**config.mk**
```make
export PLATFORM = sky130hd
export DESIGN_NAME = stop_and_wait_sender
export DESIGN_NICKNAME = d
export VERILOG_FILES = /design/src/saws_pkg.sv /design/src/stop_and_wait_sender.sv
export SDC_FILE = /design/constraint.sdc
export NUM_CORES = 1
export LEC_CHECK = 0
export ABC_AREA = 0
export ABC_CLOCK_PERIOD_IN_PS = 6600
export BUFFER_PORTS_ARGS = -buffer_cell sky130_fd_sc_hd__buf_4
export CAP_MARGIN = 40
export CORE_ASPECT_RATIO = 0.5
export CORE_UTILIZATION = 45
export CTS_CLUSTER_DIAMETER = 30
export DETAILED_ROUTE_END_ITERATION = 10
export SYNTH_ARGS = -nofsm -noshare
export SYNTH_HDL_FRONTEND = slang
export SYNTH_SLANG_ARGS = --single-unit
```
**constraint.sdc**
```tcl
create_clock -name clock -period 6.6 [get_ports clock]
set_input_delay 0 -clock clock [delete_from_list [all_inputs] [get_ports clock]]
set_output_delay 0 -clock clock [all_outputs]
set_load 0.01 [all_outputs]
```
**src/saws_pkg.sv**
```systemverilog
// ----------------------------------------------------------------------------
// saws_pkg
// Types and constants shared by the stop-and-wait sender.
// ----------------------------------------------------------------------------
package saws_pkg;

   localparam int unsigned MaxPayload     = 4096;
   localparam int unsigned LenWidth       = 13;
   localparam int unsigned NumWidth       = 32;
   localparam int unsigned TicksWidth     = 16;
   localparam int unsigned RetryWidth     = 4;
   localparam int unsigned CsrDataWidth   = 16;
   localparam int unsigned CsrAddrWidth   = 1;
   localparam int unsigned ReqDataWidth   = 80;
   localparam int unsigned RspDataWidth   = 88;

   localparam logic [TicksWidth-1:0] TimeoutReset = 16'd5000;
   localparam logic [RetryWidth-1:0] RetriesReset = 4'd5;

   typedef enum logic [CsrAddrWidth-1:0] {
      CSR_TIMEOUT_TICKS = 1'b0,
      CSR_MAX_RETRIES   = 1'b1
   } csr_index_type;

   typedef enum logic [2:0] {
      OP_CONNECT = 3'd0,
      OP_RX      = 3'd1,
      OP_TICK    = 3'd2,
      OP_CHUNK   = 3'd3,
      OP_CLOSE   = 3'd4
   } opcode_type;

   typedef enum logic [2:0] {
      PKT_DATA    = 3'd0,
      PKT_SYN     = 3'd1,
      PKT_SYN_ACK = 3'd2,
      PKT_ACK     = 3'd3,
      PKT_FIN     = 3'd4,
      PKT_FIN_ACK = 3'd5
   } pkt_type;

   typedef enum logic [2:0] {
      PH_IDLE      = 3'd0,
      PH_SYN_WAIT  = 3'd1,
      PH_CONNECTED = 3'd2,
      PH_WAIT_ACK  = 3'd3,
      PH_FIN_WAIT  = 3'd4,
      PH_CLOSED    = 3'd5
   } phase_type;

   typedef enum logic [3:0] {
      ST_NONE         = 4'd0,
      ST_CONNECTED    = 4'd1,
      ST_SENT         = 4'd2,
      ST_ACKED        = 4'd3,
      ST_RETRY        = 4'd4,
      ST_GAVE_UP      = 4'd5,
      ST_DONE         = 4'd6,
      ST_CLOSED       = 4'd7,
      ST_CONNECT_FAIL = 4'd8,
      ST_CLOSE_FAIL   = 4'd9,
      ST_IGNORED      = 4'd10
   } status_type;

   // Result item, first field in the highest bits once packed.
   typedef struct packed {
      status_type          status;
      logic [LenWidth-1:0] send_len;
      logic [NumWidth-1:0] send_ack;
      logic [NumWidth-1:0] send_seq;
      logic [2:0]          send_type;
      logic                send_valid;
   } result_type;

endpackage

```
**src/stop_and_wait_sender.sv**
```systemverilog
// ----------------------------------------------------------------------------
// stop_and_wait_sender
// Sender side of a stop-and-wait reliable-datagram link.
// ----------------------------------------------------------------------------
// Every request (connect, received packet, tick, new chunk, close) produces
// exactly one response, registered into the output register or, while the
// response side is stalled, into the skid entry; a request can be accepted in
// every cycle. The link state is updated by a single pass of compares and
// increments at the request edge; the response sits in an output register
// backed by one skid entry, so requests keep flowing while one response waits
// and req_tready drops only when both entries are full.
// Configuration writes take effect at the next edge and are meant for idle.

module stop_and_wait_sender (
   input  logic                                  clock,
   input  logic                                  reset,
   input  logic                                  req_tvalid,
   output logic                                  req_tready,
   // rx_type[2:0], rx_seq[34:3], rx_ack[66:35], chunk_len[79:67]
   input  logic [saws_pkg::ReqDataWidth-1:0]     req_tdata,
   // opcode[2:0]
   input  logic [2:0]                            req_tuser,
   output logic                                  rsp_tvalid,
   input  logic                                  rsp_tready,
   // send_valid[0], send_type[3:1], send_seq[35:4], send_ack[67:36],
   // send_len[80:68], status[84:81], zero fill above
   output logic [saws_pkg::RspDataWidth-1:0]     rsp_tdata,
   input  logic                                  csr_we,
   input  logic [saws_pkg::CsrAddrWidth-1:0]     csr_addr,
   input  logic [saws_pkg::CsrDataWidth-1:0]     csr_wdata
);

   localparam int unsigned NW = saws_pkg::NumWidth;
   localparam int unsigned LW = saws_pkg::LenWidth;
   localparam int unsigned TW = saws_pkg::TicksWidth;
   localparam int unsigned RW = saws_pkg::RetryWidth;

   // Configuration registers.
   logic [TW-1:0] timeout_ff;
   logic [RW-1:0] retries_ff;

   always_ff @(posedge clock) begin
      if (reset) begin
         timeout_ff <= saws_pkg::TimeoutReset;
         retries_ff <= saws_pkg::RetriesReset;
      end else if (csr_we) begin
         unique case (saws_pkg::csr_index_type'(csr_addr))
            saws_pkg::CSR_TIMEOUT_TICKS: timeout_ff <= csr_wdata[TW-1:0];
            saws_pkg::CSR_MAX_RETRIES:   retries_ff <= csr_wdata[RW-1:0];
            default: ;
         endcase
      end
   end

   // Request fields.
   logic [2:0]    rx_type;
   logic [NW-1:0] rx_seq;
   logic [NW-1:0] rx_ack;
   logic [LW-1:0] chunk_len;
   logic [2:0]    opcode;

   assign rx_type   = req_tdata[2:0];
   assign rx_seq    = req_tdata[3 +: NW];
   assign rx_ack    = req_tdata[3+NW +: NW];
   assign chunk_len = req_tdata[3+2*NW +: LW];
   assign opcode    = req_tuser;

   // Link state.
   saws_pkg::phase_type phase_ff, phase_in;
   logic [NW-1:0] seq_ff, seq_in;
   logic [NW-1:0] ackval_ff, ackval_in;
   logic [RW-1:0] retry_ff, retry_in;
   logic [TW-1:0] tick_ff, tick_in;
   logic [LW-1:0] plen_ff, plen_in;
   logic          final_ff, final_in;

   saws_pkg::result_type result;
   logic [NW-1:0] seq_next;
   logic [RW-1:0] retry_sat;
   logic [TW-1:0] tick_sat;
   logic          req_fire;

   assign req_fire  = req_tvalid && req_tready;
   assign seq_next  = seq_ff + 1'b1;
   assign retry_sat = (retry_ff == {RW{1'b1}}) ? retry_ff : retry_ff + 1'b1;
   assign tick_sat  = (tick_ff == {TW{1'b1}}) ? tick_ff : tick_ff + 1'b1;

   always_comb begin
      phase_in  = phase_ff;
      seq_in    = seq_ff;
      ackval_in = ackval_ff;
      retry_in  = retry_ff;
      tick_in   = tick_ff;
      plen_in   = plen_ff;
      final_in  = final_ff;

      result            = '0;
      result.status     = saws_pkg::ST_IGNORED;

      priority if (opcode == saws_pkg::OP_CONNECT &&
                   (phase_ff == saws_pkg::PH_IDLE || phase_ff == saws_pkg::PH_CLOSED)) begin
         phase_in          = saws_pkg::PH_SYN_WAIT;
         result.send_valid = 1'b1;
         result.send_type  = saws_pkg::PKT_SYN;
         result.send_seq   = seq_ff;
         result.send_ack   = ackval_ff;
         result.status     = saws_pkg::ST_SENT;
      end else if (opcode == saws_pkg::OP_RX && phase_ff == saws_pkg::PH_SYN_WAIT) begin
         if (rx_type == saws_pkg::PKT_SYN_ACK && rx_ack == seq_next) begin
            ackval_in         = rx_seq + 1'b1;
            phase_in          = saws_pkg::PH_CONNECTED;
            result.send_valid = 1'b1;
            result.send_type  = saws_pkg::PKT_ACK;
            result.send_seq   = rx_ack;
            result.send_ack   = rx_seq + 1'b1;
            result.status     = saws_pkg::ST_CONNECTED;
         end else begin
            phase_in      = saws_pkg::PH_IDLE;
            result.status = saws_pkg::ST_CONNECT_FAIL;
         end
      end else if (opcode == saws_pkg::OP_CHUNK && phase_ff == saws_pkg::PH_CONNECTED) begin
         plen_in = (chunk_len > LW'(saws_pkg::MaxPayload)) ?
                   LW'(saws_pkg::MaxPayload) : chunk_len;
         final_in          = (chunk_len == '0);
         retry_in          = '0;
         tick_in           = '0;
         phase_in          = saws_pkg::PH_WAIT_ACK;
         result.send_valid = 1'b1;
         result.send_type  = saws_pkg::PKT_DATA;
         result.send_seq   = seq_ff;
         result.send_ack   = ackval_ff;
         result.send_len   = plen_in;
         result.status     = saws_pkg::ST_SENT;
      end else if ((opcode == saws_pkg::OP_RX || opcode == saws_pkg::OP_TICK) &&
                   phase_ff == saws_pkg::PH_WAIT_ACK) begin
         if (opcode == saws_pkg::OP_RX && rx_type == saws_pkg::PKT_ACK &&
             rx_ack == seq_next) begin
            seq_in        = seq_next;
            phase_in      = saws_pkg::PH_CONNECTED;
            tick_in       = '0;
            result.status = final_ff ? saws_pkg::ST_DONE : saws_pkg::ST_ACKED;
         end else if (opcode == saws_pkg::OP_TICK && tick_sat < timeout_ff) begin
            tick_in       = tick_sat;
            result.status = saws_pkg::ST_NONE;
         end else begin
            // A wrong packet or a timeout costs one attempt.
            retry_in = retry_sat;
            tick_in  = '0;
            if (retry_sat >= retries_ff) begin
               phase_in      = saws_pkg::PH_CONNECTED;
               result.status = saws_pkg::ST_GAVE_UP;
            end else begin
               result.send_valid = 1'b1;
               result.send_type  = saws_pkg::PKT_DATA;
               result.send_seq   = seq_ff;
               result.send_ack   = ackval_ff;
               result.send_len   = plen_ff;
               result.status     = saws_pkg::ST_RETRY;
            end
         end
      end else if (opcode == saws_pkg::OP_TICK) begin
         result.status = saws_pkg::ST_NONE;
      end else if (opcode == saws_pkg::OP_CLOSE && phase_ff == saws_pkg::PH_CONNECTED) begin
         ackval_in         = seq_ff;
         phase_in          = saws_pkg::PH_FIN_WAIT;
         result.send_valid = 1'b1;
         result.send_type  = saws_pkg::PKT_FIN;
         result.send_seq   = seq_ff;
         result.send_ack   = seq_ff;
         result.status     = saws_pkg::ST_SENT;
      end else if (opcode == saws_pkg::OP_RX && phase_ff == saws_pkg::PH_FIN_WAIT) begin
         phase_in = saws_pkg::PH_CLOSED;
         if (rx_type == saws_pkg::PKT_FIN_ACK) begin
            ackval_in         = rx_seq + 1'b1;
            result.send_valid = 1'b1;
            result.send_type  = saws_pkg::PKT_ACK;
            result.send_seq   = rx_ack;
            result.send_ack   = rx_seq + 1'b1;
            result.status     = saws_pkg::ST_CLOSED;
         end else begin
            result.status = saws_pkg::ST_CLOSE_FAIL;
         end
      end else begin
         result.status = saws_pkg::ST_IGNORED;
      end
   end

   always_ff @(posedge clock) begin
      if (reset) begin
         phase_ff  <= saws_pkg::PH_IDLE;
         seq_ff    <= '0;
         ackval_ff <= '0;
         retry_ff  <= '0;
         tick_ff   <= '0;
         plen_ff   <= '0;
         final_ff  <= 1'b0;
      end else if (req_fire) begin
         phase_ff  <= phase_in;
         seq_ff    <= seq_in;
         ackval_ff <= ackval_in;
         retry_ff  <= retry_in;
         tick_ff   <= tick_in;
         plen_ff   <= plen_in;
         final_ff  <= final_in;
      end
   end

   // Output register with one skid entry behind it.
   saws_pkg::result_type out_ff, skid_ff;
   logic out_valid_ff, out_valid_in;
   logic skid_valid_ff, skid_valid_in;
   logic out_free;

   assign req_tready = !skid_valid_ff;
   assign out_free   = !out_valid_ff || rsp_tready;

   always_comb begin
      out_valid_in  = out_valid_ff;
      skid_valid_in = skid_valid_ff;
      if (out_free) begin
         out_valid_in  = skid_valid_ff || req_fire;
         skid_valid_in = 1'b0;
      end else if (req_fire) begin
         skid_valid_in = 1'b1;
      end
   end

   always_ff @(posedge clock) begin
      if (reset) begin
         out_valid_ff  <= 1'b0;
         skid_valid_ff <= 1'b0;
      end else begin
         out_valid_ff  <= out_valid_in;
         skid_valid_ff <= skid_valid_in;
      end
   end

   always_ff @(posedge clock) begin
      if (out_free) begin
         if (skid_valid_ff) begin
            out_ff <= skid_ff;
         end else if (req_fire) begin
            out_ff <= result;
         end
      end else if (req_fire) begin
         skid_ff <= result;
      end
   end

   assign rsp_tvalid = out_valid_ff;
   assign rsp_tdata  = {{(saws_pkg::RspDataWidth - $bits(saws_pkg::result_type)){1'b0}},
                        out_ff};

endmodule

```
==> impl_metrics.json <==
{
  "holdPathStages": 5,
  "power_density_nw_per_um2": 240,
  "required_ps": 6910,
  "design_area_um2": 19900,
  "rsz0062_at_grt": "no",
  "clock_sinks": 293,
  "ff2ff_setup_slack_ps": 1320,
  "initial_core_util": 0.462,
  "setup_tns_ps": 0,
  "clock-skew-final_ps": 26.9,
  "grt_pass1_wl_mm": 71.0,
  "met1_usage": 0.358,
  "numCtsBuffers": 45,
  "die-width_um": 264,
  "critPathMaxFanout": 17,
  "fin_util": 0.596,
  "drive_gt1_frac": 0.230,
  "hold_ws_ps": 31.1,
  "fillers": 2716,
  "period_needed_ps": 5280,
  "synth_mux_area_frac": 0.0852,
  "clkTransAtPathRegs_ps": 60,
  "critPathCaptureType": "flop",
  "track_usage": 0.256,
  "gp_congestion": 0.913,
  "io_buffers": 191,
  "coreArea_um2": 33500,
  "dpl-instance-area_um2": 17200,
  "die_y_um": 133,
  "antenna_left": 0,
  "r2r_cells": 16,
  "placed_cells": 2047,
  "power_mw": 4.80,
  "fin_cells": 2247,
  "cts.path.max_buffers": 3,
  "cts.htree.levels": 2,
  "synth_ff_type": "edfxtp_1",
  "hold_viol_final": 0,
  "gr-total-overflow": 0,
  "synth_area_um2": 15500,
  "leakage_nw": 7.64,
  "fin_nets": 1898,
  "firstDrtPassIters": 5,
  "synth_xor_area_frac": 0.0643,
  "pre_cts_ws_ps": 1370,
  "dieArea_um2": 35200,
  "synth.most_common_cell": "edfxtp_1",
  "ys_warn_count": 0,
  "maxSlewHeadroom": 0.399,
  "grt_pass1_vias": 12500,
  "avgSynthCellArea_um2": 10.3,
  "slew_violations": 0,
  "synth_seq_cells": 293,
  "synth-simple-area-share": 0.171,
  "hold_end": "skid_ff[59]$_DFFE_PP_",
  "clkLatencyLatePin_ps": 560,
  "grt_max_degree": 78,
  "drc": 0,
  "post-route-period-util": 0.800,
  "syn_to_final_growth_pct": 29.0,
  "synth_cells": 1501,
  "critPathLaunchType": "flop",
  "outcome": "finished clean",
  "synth_edf_count": 170,
  "reg2reg_from": "tick_ff[3]$_SDFFE_PP0P_",
  "ir_drop_v": 0.000174,
  "avgRoutedWirePerCell_um": 20.0,
  "use_met2": 0.405,
  "detail_route.vias_per_cell": 5.69,
  "diodes": 0,
  "fin_ws_ps": 1320,
  "vias": 12800,
  "synth_common_cells": "edfxtp_1 (170), nor2_1 (150), dfxtp_1 (123)",
  "cts_tree": "yes",
  "rows": 47,
  "drt_wl_total_mm": 45.0,
  "hold_path_class": "primary input to flop",
  "synth_fa_ha_area_frac": 0.0186,
  "timing.max_cap.violations": 0,
  "seq_area_frac_synth": 0.489,
  "synth_area_leaders": "edfxtp_1 (33%), dfxtp_1 (16%), mux2_2 (6.2%)",
  "io_pins": 195,
  "synth_cell_type_count": 75,
  "tightest_slew_ps": 901,
  "antenna_found_initial": 0,
  "cts_root_buf": "clkbuf_16",
  "use_met3": 0.0497,
  "hold_start": "req_tdata[26]",
  "synth_compound_area_frac": 0.127,
  "synth_top_area_cell": "edfxtp_1",
  "max_freq_ghz": 0.189,
  "drt_iter0_markers": 1050,
  "path_class": "flop to flop",
  "cts_setup_buffers": 0,
  "post-dp-hpwl_mm": 30.2,
  "arrival_ps": 5590,
  "synthArstFlopShare": 0,
  "synth_top_area_frac": 0.330,
  "finalSetupViolations": 0,
  "synth_top_family_by_area": "simple AND/OR/NAND/NOR gates",
  "top_usage_layer": "met2",
  "reg2reg_to": "rsp_tdata[38]$_DFFE_PP_"
}
==> worst max path at each step <==
| stage | from | end | slack (ps) | cells past startpoint |
|---|---|---|---|---|
| 2_1_floorplan | skid_valid_ff$_SDFFE_PP0P_ | skid_ff[0]$_DFFE_PP_ | 1890 | 4 |
| 3_3_place_gp | tick_ff[0]$_SDFFE_PP0P_ | rsp_tdata[38]$_DFFE_PP_ | 1430 | 16 |
| 3_5_place_dp | tick_ff[3]$_SDFFE_PP0P_ | rsp_tdata[38]$_DFFE_PP_ | 1370 | 16 |
| 4_1_cts | tick_ff[3]$_SDFFE_PP0P_ | rsp_tdata[38]$_DFFE_PP_ | 1360 | 16 |
| 5_1_grt | tick_ff[3]$_SDFFE_PP0P_ | rsp_tdata[38]$_DFFE_PP_ | 1030 | 16 |
| 6_report | tick_ff[3]$_SDFFE_PP0P_ | rsp_tdata[38]$_DFFE_PP_ | 1320 | 16 |
==> where the power goes <==
part	internal (mW)	switching, mW	total, mW	leakage [nW]
Combinational	0.174	0.183	0.357	4.21
Clock	1.50	0.942	2.44	0.768
Sequential	1.98	0.0198	2.00	2.65
Total	3.65	1.15	4.80	7.64
==> routing by layer <==
metal | share of wire | routed length [um] | vias up
li1 | - | - | 6029
met1 | 0.46 | 20600 | 6298
met2 | 0.46 | 20600 | 386
met3 | 0.063 | 2850 | 66
met4 | 0.020 | 915 | 0
met5 | 0 | 0 | -
==> worst max-delay path: stages (launching register included) <==
cell and delay, ps:
dfxtp_1 470, and4_1 280, nand3_1 90, a211oi_1 430, and3_1 310, nand3_1 170, nor2_1 220, xor2_1 170
ha_1 250, nand4_1 140, nor3_1 70, o21ai_0 80, a211o_1 110, or4b_2 790, a41oi_4 660, o221ai_1 410
mux2_2 390
==> cells by family after synthesis <==
group,after synthesis
simple gates,523
mux,121
fa+ha+maj,23
xor+xnor,112
buf+inv,167
flops,293
compound gates,261
other cells,1
==> layout by cell type (no fill, tap or decap), drive strengths merged, types with 7 or more instances in the layout <==
| master | count |
|---|---|
| edfxtp | 170 |
| a22oi | 10 |
| nand3 | 46 |
| a21oi | 60 |
| clkbuf | 50 |
| dfxtp | 123 |
| nor3 | 30 |
| a211o | 9 |
| and4 | 9 |
| ha | 23 |
| inv | 71 |
| xor2 | 46 |
| o21ai | 54 |
| nand2 | 118 |
| a22o | 45 |
| o221ai | 25 |
| xnor2 | 65 |
| nor3b | 15 |
| buf | 210 |
| a21o | 16 |
| and3 | 24 |
| nor4 | 26 |
| nand3b | 7 |
| nor2 | 152 |
| nand2b | 15 |
| mux2i | 36 |
| clkinv | 16 |
| nor2b | 12 |
| dlygate4sd3 | 117 |
| mux2 | 85 |
| nand4 | 34 |
==> sequential cells by signal, summed over array words and instances, names as in the netlist, 3 cells and up <==
register / count
seq_ff: 32
plen_ff: 13
phase_ff: 3
ackval_ff: 32
tick_ff: 16
retry_ff: 4
retries_ff: 4
timeout_ff: 16
rsp_tdata: 85
skid_ff: 85
==> final cells by class <==
| type | instances | area (um^2) | area share |
|---|---|---|---|
| multi-input combinational | 1043 | 7250 | 0.363 |
| tap | 441 | 552 | 0.0277 |
| inverter | 60 | 226 | 0.0114 |
| sequential | 293 | 7570 | 0.379 |
| clock inverter | 33 | 364 | 0.0183 |
| clock buffer | 50 | 1200 | 0.0600 |
| timing repair buffer | 327 | 2800 | 0.140 |
==> timing repair <==
| item | 4_1_cts | 5_1_grt |
|---|---|---|
| hold buffers | 117 | 0 |
| gates resized for setup | 0 | 0 |
| endpoints found under the hold margin | 185 | 0 |
Note: power is estimated with default switching activity, not from simulation.
